File: src/hw/rtl/demand_pager_clock_replacement_macros.svh
// ----------------------------------------------------------------------------
// Demand pager assertion macros
// Shared concurrent assertion forms, clocked on i_clk, off during reset.
// ----------------------------------------------------------------------------
`ifndef DEMAND_PAGER_CLOCK_REPLACEMENT_MACROS_SVH
`define DEMAND_PAGER_CLOCK_REPLACEMENT_MACROS_SVH

// consequent must hold in the same cycle as the antecedent
`define DPCR_ASSERT_NOW(lbl, ante, cons, msg) \
    lbl: assert property (@(posedge i_clk) disable iff (!i_rst_n) (ante) |-> (cons)) \
        else $error(msg);

// consequent must hold in the cycle after the antecedent
`define DPCR_ASSERT_NEXT(lbl, ante, cons, msg) \
    lbl: assert property (@(posedge i_clk) disable iff (!i_rst_n) (ante) |=> (cons)) \
        else $error(msg);

`endif

File: src/hw/rtl/dpcr_pkg.sv
// ----------------------------------------------------------------------------
// Demand pager package
// Sizes, request and result types, page entry layout.
// ----------------------------------------------------------------------------
package dpcr_pkg;

    localparam int PROCESS_SLOTS = 8;
    localparam int VIRTUAL_PAGES = 256;
    localparam int FRAMES        = 64;
    localparam int DISK_BLOCKS   = 1024;

    localparam int SLOT_W      = 3;
    localparam int PAGE_W      = 8;
    localparam int FRAME_W     = 6;
    localparam int BLOCK_W     = 10;
    localparam int FRAME_CNT_W = 7;
    localparam int BLOCK_CNT_W = 11;
    localparam int EXT_W       = 9;
    localparam int ENT_ADDR_W  = SLOT_W + PAGE_W;
    localparam int ENTRIES     = PROCESS_SLOTS * VIRTUAL_PAGES;
    localparam int GUARD_W     = $clog2(FRAMES + 2);
    localparam int QUEUE_DEPTH = 2;
    localparam int APB_AW      = 3;
    localparam int APB_DW      = 32;

    localparam logic [FRAME_CNT_W-1:0] FRAMES_RESET = FRAME_CNT_W'(64);
    localparam logic [BLOCK_CNT_W-1:0] BLOCKS_RESET = BLOCK_CNT_W'(1024);

    localparam logic REG_FRAMES = 1'b0;
    localparam logic REG_BLOCKS = 1'b1;

    typedef enum logic [1:0] {
        OP_CREATE = 2'd0,
        OP_EXTEND = 2'd1,
        OP_FAULT  = 2'd2,
        OP_NONE   = 2'd3
    } t_op;

    typedef enum logic [1:0] {
        FILL_NONE = 2'd0,
        FILL_ZERO = 2'd1,
        FILL_DISK = 2'd2
    } t_fill;

    typedef struct packed {
        logic wr;
        logic rd;
        logic zero;
        logic dirty;
        logic referenced;
        logic live;
        logic res;
    } t_flags;

    typedef struct packed {
        logic [BLOCK_W-1:0] block;
        logic [FRAME_W-1:0] frame;
        t_flags             flags;
    } t_entry;

    typedef struct packed {
        logic [SLOT_W-1:0] slot;
        logic [PAGE_W-1:0] page;
    } t_ring_item;

    typedef struct packed {
        logic              bad;
        t_op               op;
        logic [SLOT_W-1:0] slot;
        logic [PAGE_W-1:0] page;
        logic              wr;
    } t_cmd;

    typedef struct packed {
        logic clearing;
        logic pop;
    } t_bk_ctl;

    typedef struct packed {
        logic [FRAME_CNT_W-1:0] frames_in_use;
        logic [BLOCK_CNT_W-1:0] blocks_in_use;
    } t_cfg;

    typedef struct packed {
        logic               status;
        logic [PAGE_W-1:0]  page_number;
        logic [FRAME_W-1:0] frame;
        logic               rd_grant;
        logic               wr_grant;
        t_fill              fill_action;
        logic [BLOCK_W-1:0] read_block;
        logic               evicted;
        logic [SLOT_W-1:0]  evict_process;
        logic [PAGE_W-1:0]  evict_page;
        logic               write_back;
        logic [BLOCK_W-1:0] write_block;
    } t_result;

endpackage

File: src/hw/rtl/dpcr_front.sv
// ----------------------------------------------------------------------------
// Demand pager front end
// Takes requests, flags unusable ones, queues them for the back end.
// ----------------------------------------------------------------------------
`include "demand_pager_clock_replacement_macros.svh"

module dpcr_front (
    input  logic                     i_clk,
    input  logic                     i_rst_n,
    input  logic                     i_valid,
    output logic                     o_ready,
    input  logic [1:0]               i_opcode,
    input  logic [dpcr_pkg::SLOT_W-1:0] i_process,
    input  logic [dpcr_pkg::PAGE_W-1:0] i_page,
    input  logic                     i_write_access,
    input  dpcr_pkg::t_bk_ctl        i_ctl,
    output dpcr_pkg::t_cmd           o_cmd,
    output logic                     o_cmd_valid
);
    import dpcr_pkg::*;

    localparam int PTR_W = $clog2(QUEUE_DEPTH);
    localparam int CNT_W = $clog2(QUEUE_DEPTH + 1);

    t_cmd             r_q [QUEUE_DEPTH];
    logic [PTR_W-1:0] r_wp;
    logic [PTR_W-1:0] r_rp;
    logic [CNT_W-1:0] r_cnt;
    logic             push;
    t_cmd             cmd_in;

    assign o_ready = (r_cnt != CNT_W'(QUEUE_DEPTH)) && !i_ctl.clearing;
    assign push    = i_valid && o_ready;

    // unknown opcode or slot past the table fails without touching state
    always_comb begin
        cmd_in.op   = t_op'(i_opcode);
        cmd_in.slot = i_process;
        cmd_in.page = i_page;
        cmd_in.wr   = i_write_access;
        cmd_in.bad  = (32'(i_process) >= PROCESS_SLOTS) || (t_op'(i_opcode) == OP_NONE);
    end

    always_ff @(posedge i_clk) begin
        if (!i_rst_n) begin
            r_wp  <= '0;
            r_rp  <= '0;
            r_cnt <= '0;
        end else begin
            if (push) begin
                r_q[r_wp] <= cmd_in;
                r_wp      <= (r_wp == PTR_W'(QUEUE_DEPTH - 1)) ? '0 : r_wp + 1'b1;
            end
            if (i_ctl.pop) begin
                r_rp <= (r_rp == PTR_W'(QUEUE_DEPTH - 1)) ? '0 : r_rp + 1'b1;
            end
            if (push && !i_ctl.pop) begin
                r_cnt <= r_cnt + 1'b1;
            end else if (!push && i_ctl.pop) begin
                r_cnt <= r_cnt - 1'b1;
            end
        end
    end

    assign o_cmd       = r_q[r_rp];
    assign o_cmd_valid = (r_cnt != '0);

    `DPCR_ASSERT_NOW(a_no_pop_empty, i_ctl.pop, r_cnt != '0, "pop from empty queue")
    `DPCR_ASSERT_NEXT(a_push_counts, push && !i_ctl.pop,
                      r_cnt == $past(r_cnt) + 1'b1, "queue count lost a push")
    `DPCR_ASSERT_NOW(a_full_stalls, r_cnt == CNT_W'(QUEUE_DEPTH), !o_ready,
                     "full queue still ready")

endmodule

File: config.mk
export PLATFORM = sky130hd
export DESIGN_NAME = dpcr_front
export DESIGN_NICKNAME = d
export VERILOG_FILES = /design/src/hw/rtl/dpcr_pkg.sv /design/src/hw/rtl/dpcr_front.sv
export VERILOG_INCLUDE_DIRS = /design/src /design/src/hw/rtl
export SDC_FILE = /design/constraint.sdc
export NUM_CORES = 1
export LEC_CHECK = 0
export ABC_AREA = 1
export ABC_CLOCK_PERIOD_IN_PS = 3000
export BUFFER_PORTS_ARGS = -buffer_cell sky130_fd_sc_hd__buf_4
export CAP_MARGIN = 25
export CORE_ASPECT_RATIO = 0.8
export CORE_MARGIN = 2
export CORE_UTILIZATION = 51
export CTS_CLUSTER_DIAMETER = 60
export CTS_CLUSTER_SIZE = 30
export DETAILED_ROUTE_END_ITERATION = 8
export PLACE_DENSITY = 0.74
export SLEW_MARGIN = 20
export SYNTH_ARGS = -nofsm -noshare
export SYNTH_HDL_FRONTEND = slang
export SYNTH_SLANG_ARGS = --single-unit
File: constraint.sdc
create_clock -name i_clk -period 3 [get_ports i_clk]
set_clock_uncertainty 0.15 [all_clocks]
set_input_delay 0.3 -clock i_clk [delete_from_list [all_inputs] [get_ports i_clk]]
set_output_delay 0.3 -clock i_clk [all_outputs]
set_load 0.005 [all_outputs]
---- Word-level counts from Yosys, hierarchy flattened ----
Memories as Yosys holds them, arrays and structs flattened. A register that Yosys moved wholly into a read port is not among the register bits.
Cells that the tools add are included.
storage, ports and cells
  output and inout port bits .............. 17
  input bits .............................. 19
  flip-flop bits (word level) ............. 4
  bits in writable memories ............... 30
  logic and storage cells ................. 28
  memories kept ........................... 1
memories
  name  depth  width  read ports  clocked after memory_dff  write ports  RTL line          RTL
  r_q   2      15     1           1                         1            dpcr_front.sv:25  t_cmd r_q [QUEUE_DEPTH];
cells by class
  multiplexer cells ....................... 9
  add/sub/neg operators ................... 4
  equality and inequality tests ........... 2
  reduce and logical (&&, ||, !) cells .... 9
operators with widths
  kind                                               number
  two-way mux 1 bit                                  7
  logical AND 1 bit                                  4
  two-way mux 2 bit                                  2
  nonzero test 2 bit                                 2
  zero test 1 bit                                    3
  adder 1 bit (second input constant)                2
  adder 2 x 1 -> 2 bit (second input constant)       1
  == test 2 bit (second input constant)              1
  != test 2 bit (second input constant)              1
  subtractor 2 x 1 -> 2 bit (second input constant)  1

---- Logic depth before layout (Yosys ltp) ----
  depth in word-level cells ............... 7
  depth in mapped cells ................... 11
  gate-level depth less buffers ........... 11

---- Worst setup path after synthesis ----
No wires, ideal clock.
  path type ............................... flip-flop to flip-flop
  start point ............................. register r_cnt[0]
  end point ............................... memory r_q[1][0] (netlist name), enable pin
  data required time ...................... 2.444 ns
  stages on the path, launching flop included .. 5
  period minus slack after synthesis ...... 2.204 ns
  data arrival time ....................... 1.648 ns
  path buffers ............................ 0
  library setup time ...................... 0.406 ns
  path slack .............................. 0.796 ns
  path through ............................ dfxtp_1 -> inv_1 -> nand2_1 -> nand3_1 -> nor3_1
on the way
  longest elaborated chain between the ends .. 6
RTL lines
  item                                     RTL line          RTL
  from (decl)                              dpcr_front.sv:28  logic [CNT_W-1:0] r_cnt;
  from (signal assigned)                   dpcr_front.sv:58  r_cnt <= r_cnt + 1'b1;
  from (signal assigned)                   dpcr_front.sv:60  r_cnt <= r_cnt - 1'b1;
  != test 2 bit                            dpcr_front.sv:32  assign o_ready = (r_cnt != CNT_W'(QUEUE_DEPTH)) && !i_ctl.clearing;
  logical AND 1 bit                        dpcr_front.sv:32
  logical AND 1 bit                        dpcr_front.sv:33  assign push = i_valid && o_ready;
  two-way mux 1 bit                        dpcr_front.sv:50  if (push) begin
  two-way mux 1 bit                        dpcr_front.sv:45  if (!i_rst_n) begin
  two-way mux 1 bit (implied by the code)  dpcr_front.sv:51  r_q[r_wp] <= cmd_in;
  to (decl)                                dpcr_front.sv:25
Every way passes these cells.

==> impl_metrics.csv <==
group,metric,value,unit
worst_setup_path,worstPathMaxFanout,15,
grt,grt_pass1_vias,822,
grt,grt_max_degree,16,
outcome,run_status,"finished, final reports clean",
cts,numCtsBuffers,5,
floorplanning,dieArea,3167,µm²
cts,clk_pin_slew,0.09,ns
hold_path,min_path_type,"in2reg",
detailed_routing,wl_met3,154,µm
layout,drive_above_1_share,0.4056,
layout,final_cell_mix,"buf_4 (37), edfxtp_1 (30), dlygate4sd3_1 (14)",
pwr,ir_drop,0.3363,mV
pwr,p_comb_frac,0.144,
cts,cts_num_sinks,35,
floorplanning,io_pins,36,
worst_setup_path,required,2.55,ns
floorplanning,core_area,2522,µm²
placement,hpwl,1551,µm
floorplanning,num_rows,16,
pwr,power_density,493.8,nW/µm²
cts,cts_setup_buffers,0,
sta,tightest_slew,0.8476,ns
layout,seq_area,1001,µm²
placement,place_area,1689,µm²
floorplanning,die-height,50.74,µm
synth,netlist_top_cells_area,"edfxtp_1 (65%), mux2_4 (11%), dfxtp_1 (7.2%), mux2_2 (4.0%), inv_1 (3.0%)",
worst_setup_path,critPathSlowestCell,"dfxtp_1",
worst_setup_path,cp_num_buf_inv,1,
synth,syn_inst,86,
detailed_routing,post-route-drc-count,0,
cts,cts.path.max_buffers,2,
sta,setup_viol,0,
pwr,seqPwrFrac,0.606,
sta,rsz0062_at_grt,"false",
pwr,p_clk_frac,0.250,
synth,yosysTopAreaCellShare,0.6469,
worst_setup_path,path_cells,"mux2_2 > buf_4",
layout,design_area,1878,µm²
cts,h-tree-depth,2,
layout,syn2layout_area_growth,34.86,%
placement,place_ws,1.106,ns
layout,multi_input_area,324.1,µm²
worst_setup_path,path_class,"reg2out",
worst_setup_path,startpoint_type,"flip-flop",
sta,fmax,452.3,MHz
cts,clkLatencyLatePin,0.32,ns
floorplanning,start_util,0.5521,
synth,synth_seq_cells,35,
worst_setup_path,arrival,1.76,ns
grt,grt_antenna_before_repair,0,
pwr,switchingPower,0.0002026,W
sta,hold_viol,0,
sta,final-max-slew-violation-count,0,
synth,yosysUniqueCellTypes,16,
detailed_routing,num_vias,836,
grt,grt_usage,0.1581,
detailed_routing,wl,2224,µm
synth,yosys.area.top_type,"edfxtp_1",
synth,yosysWarnings,0,
floorplanning,die_x,62.42,µm
layout,nFillCells,184,
detailed_routing,drtIter0Drc,18,
sta,layout_setup_ws,0.7892,ns
placement,gp_congestion,0.7108,
worst_setup_path,max_stage_delay,0.89,ns
synth,syn_nets,106,
detailed_routing,route.met2.wl,1094,µm
pwr,swShare,0.2185,
cts,ctsResizeCount,0,
sta,min_period_over_period,0.7369,
synth,ys_seq_area_frac,0.7188,
detailed_routing,ant_nets,0,
synth,syn_area_per_cell,16.19,µm²
grt,grt_remaining_overflow,0,
sta,slew_headroom,0.4342,
synth,synth_area,1393,µm²
cts,root_buffer,"clkbuf_4",
grt,grt_first_pass_wirelength,3663,µm
detailed_routing,vias_per_cell,4.670,
pwr,internal-power,0.0007248,W
cts,cts_tree,"done",
layout,nNetsFinal,162,
detailed_routing,top_layer_used,"met4",
layout,n_antenna_cell,0,
detailed_routing,m1WireLength,948,µm
placement,numPortBuffers,35,
detailed_routing,drt-wirelength-per-cell,12.42,µm
flow_run,max_cap_viol_count,0,
detailed_routing,firstDrtPassIters,4,
worst_setup_path,endpoint_kind,"primary output",
layout,final_common_cell,"buf_4",
worst_setup_path,path_delay_family,"flip-flops",
sta,period_minus_slack,2.211,ns
pwr,leakage,0.7761,nW
sta,setup-tns-final,0,ns
-- what timing repair did --
item	CTS	global route
endpoints found under the setup margin	0	0
hold endpoints to repair	26	2
hold buffers	13	1
-- power by group through the flow --
stage	logic, W	clock network (W)	registers (W)
after detailed placement	0.000120	0	0.000574
after global routing	0.000146	0.000258	0.000565
final	0.000134	0.000232	0.000562
after global placement	0.000115	0	0.000573
after floorplan	0.0000749	0	0.000563
after CTS	0.000134	0.000240	0.000563
-- through the flow --
stage | power (W) | instances | hold slack (ns) | util
final | 0.0009275 | 179 | 0.07280 | 0.7445
after global routing | 0.0009694 | 179 | 0.06166 | 0.7445
after CTS | 0.0009368 | 178 | 0.001366 | 0.7406
after detailed placement | 0.0006937 | 157 | 0.3323 | 0.6696
after global placement | 0.0006873 | 157 | 0.3153 | 0.6696
after floorplan | 0.0006375 | 86 | 0.2489 | -
-- path summary, 6_finish.rpt --
check	startpoint	endpoint	slack, ns	cells after the start
max reg2reg	r_cnt[0]$_SDFFE_PN0P_	r_q[0][9]$_DFFE_PP_	1.14	5
max	flip-flop	o_cmd[1]	0.79	2
min reg2reg	r_wp$_SDFFE_PN0P_	r_wp$_SDFFE_PN0P_	0.35	2
min	i_rst_n	r_cnt[1]$_SDFFE_PN0P_	0.07	3
-- tightest hold or removal path: stages --
cell	delay (ns)
buf_4	0.12
nand2_1	0.06
nor2_1	0.03
-- per-layer routing --
metal	track usage	vias up
li1	-	415
met1	0.1779	388
met2	0.2670	29
met3	0.07399	4
met4	0.05556	0
met5	0	-
-- kinds of logic after synthesis --
kind of cell,after synthesis,share of synthesized area
multiplexers,15,0.1482
buffers and inverters,13,0.05211
AO/OA/AOI/OAI,4,0.01438
XOR/XNOR,1,0.006290
adder cells (fa/ha/maj),1,0.008983
AND/OR/NAND/NOR,17,0.05121
flip-flops,35,0.7188
-- cells in the mapped netlist --
library cell / n
nor2_1: 4
inv_1: 11
nand2_1: 8
xnor2_1: 1
mux2_2: 5
a21oi_1: 2
buf_12: 1
dfxtp_1: 5
nand3_1: 3
ha_1: 1
o21ai_0: 2
nand4_1: 1
edfxtp_1: 30
buf_6: 1
mux2_4: 10
nor3_1: 1
-- area by class of cell --
cell class	instances	share of cell area
timing repair buffer	51	0.2225
tap	36	0.02398
sequential	35	0.5330
clock buffer	8	0.02598
multi-input combinational	38	0.1726
inverter	11	0.02199
-- registers in the layout (all words and copies together) (netlist names), named ones only --
name and cells:
r_cnt 2, r_q 30, r_rp 1, r_wp 1
No activity file was read; power rests on OpenSTA's default activity.
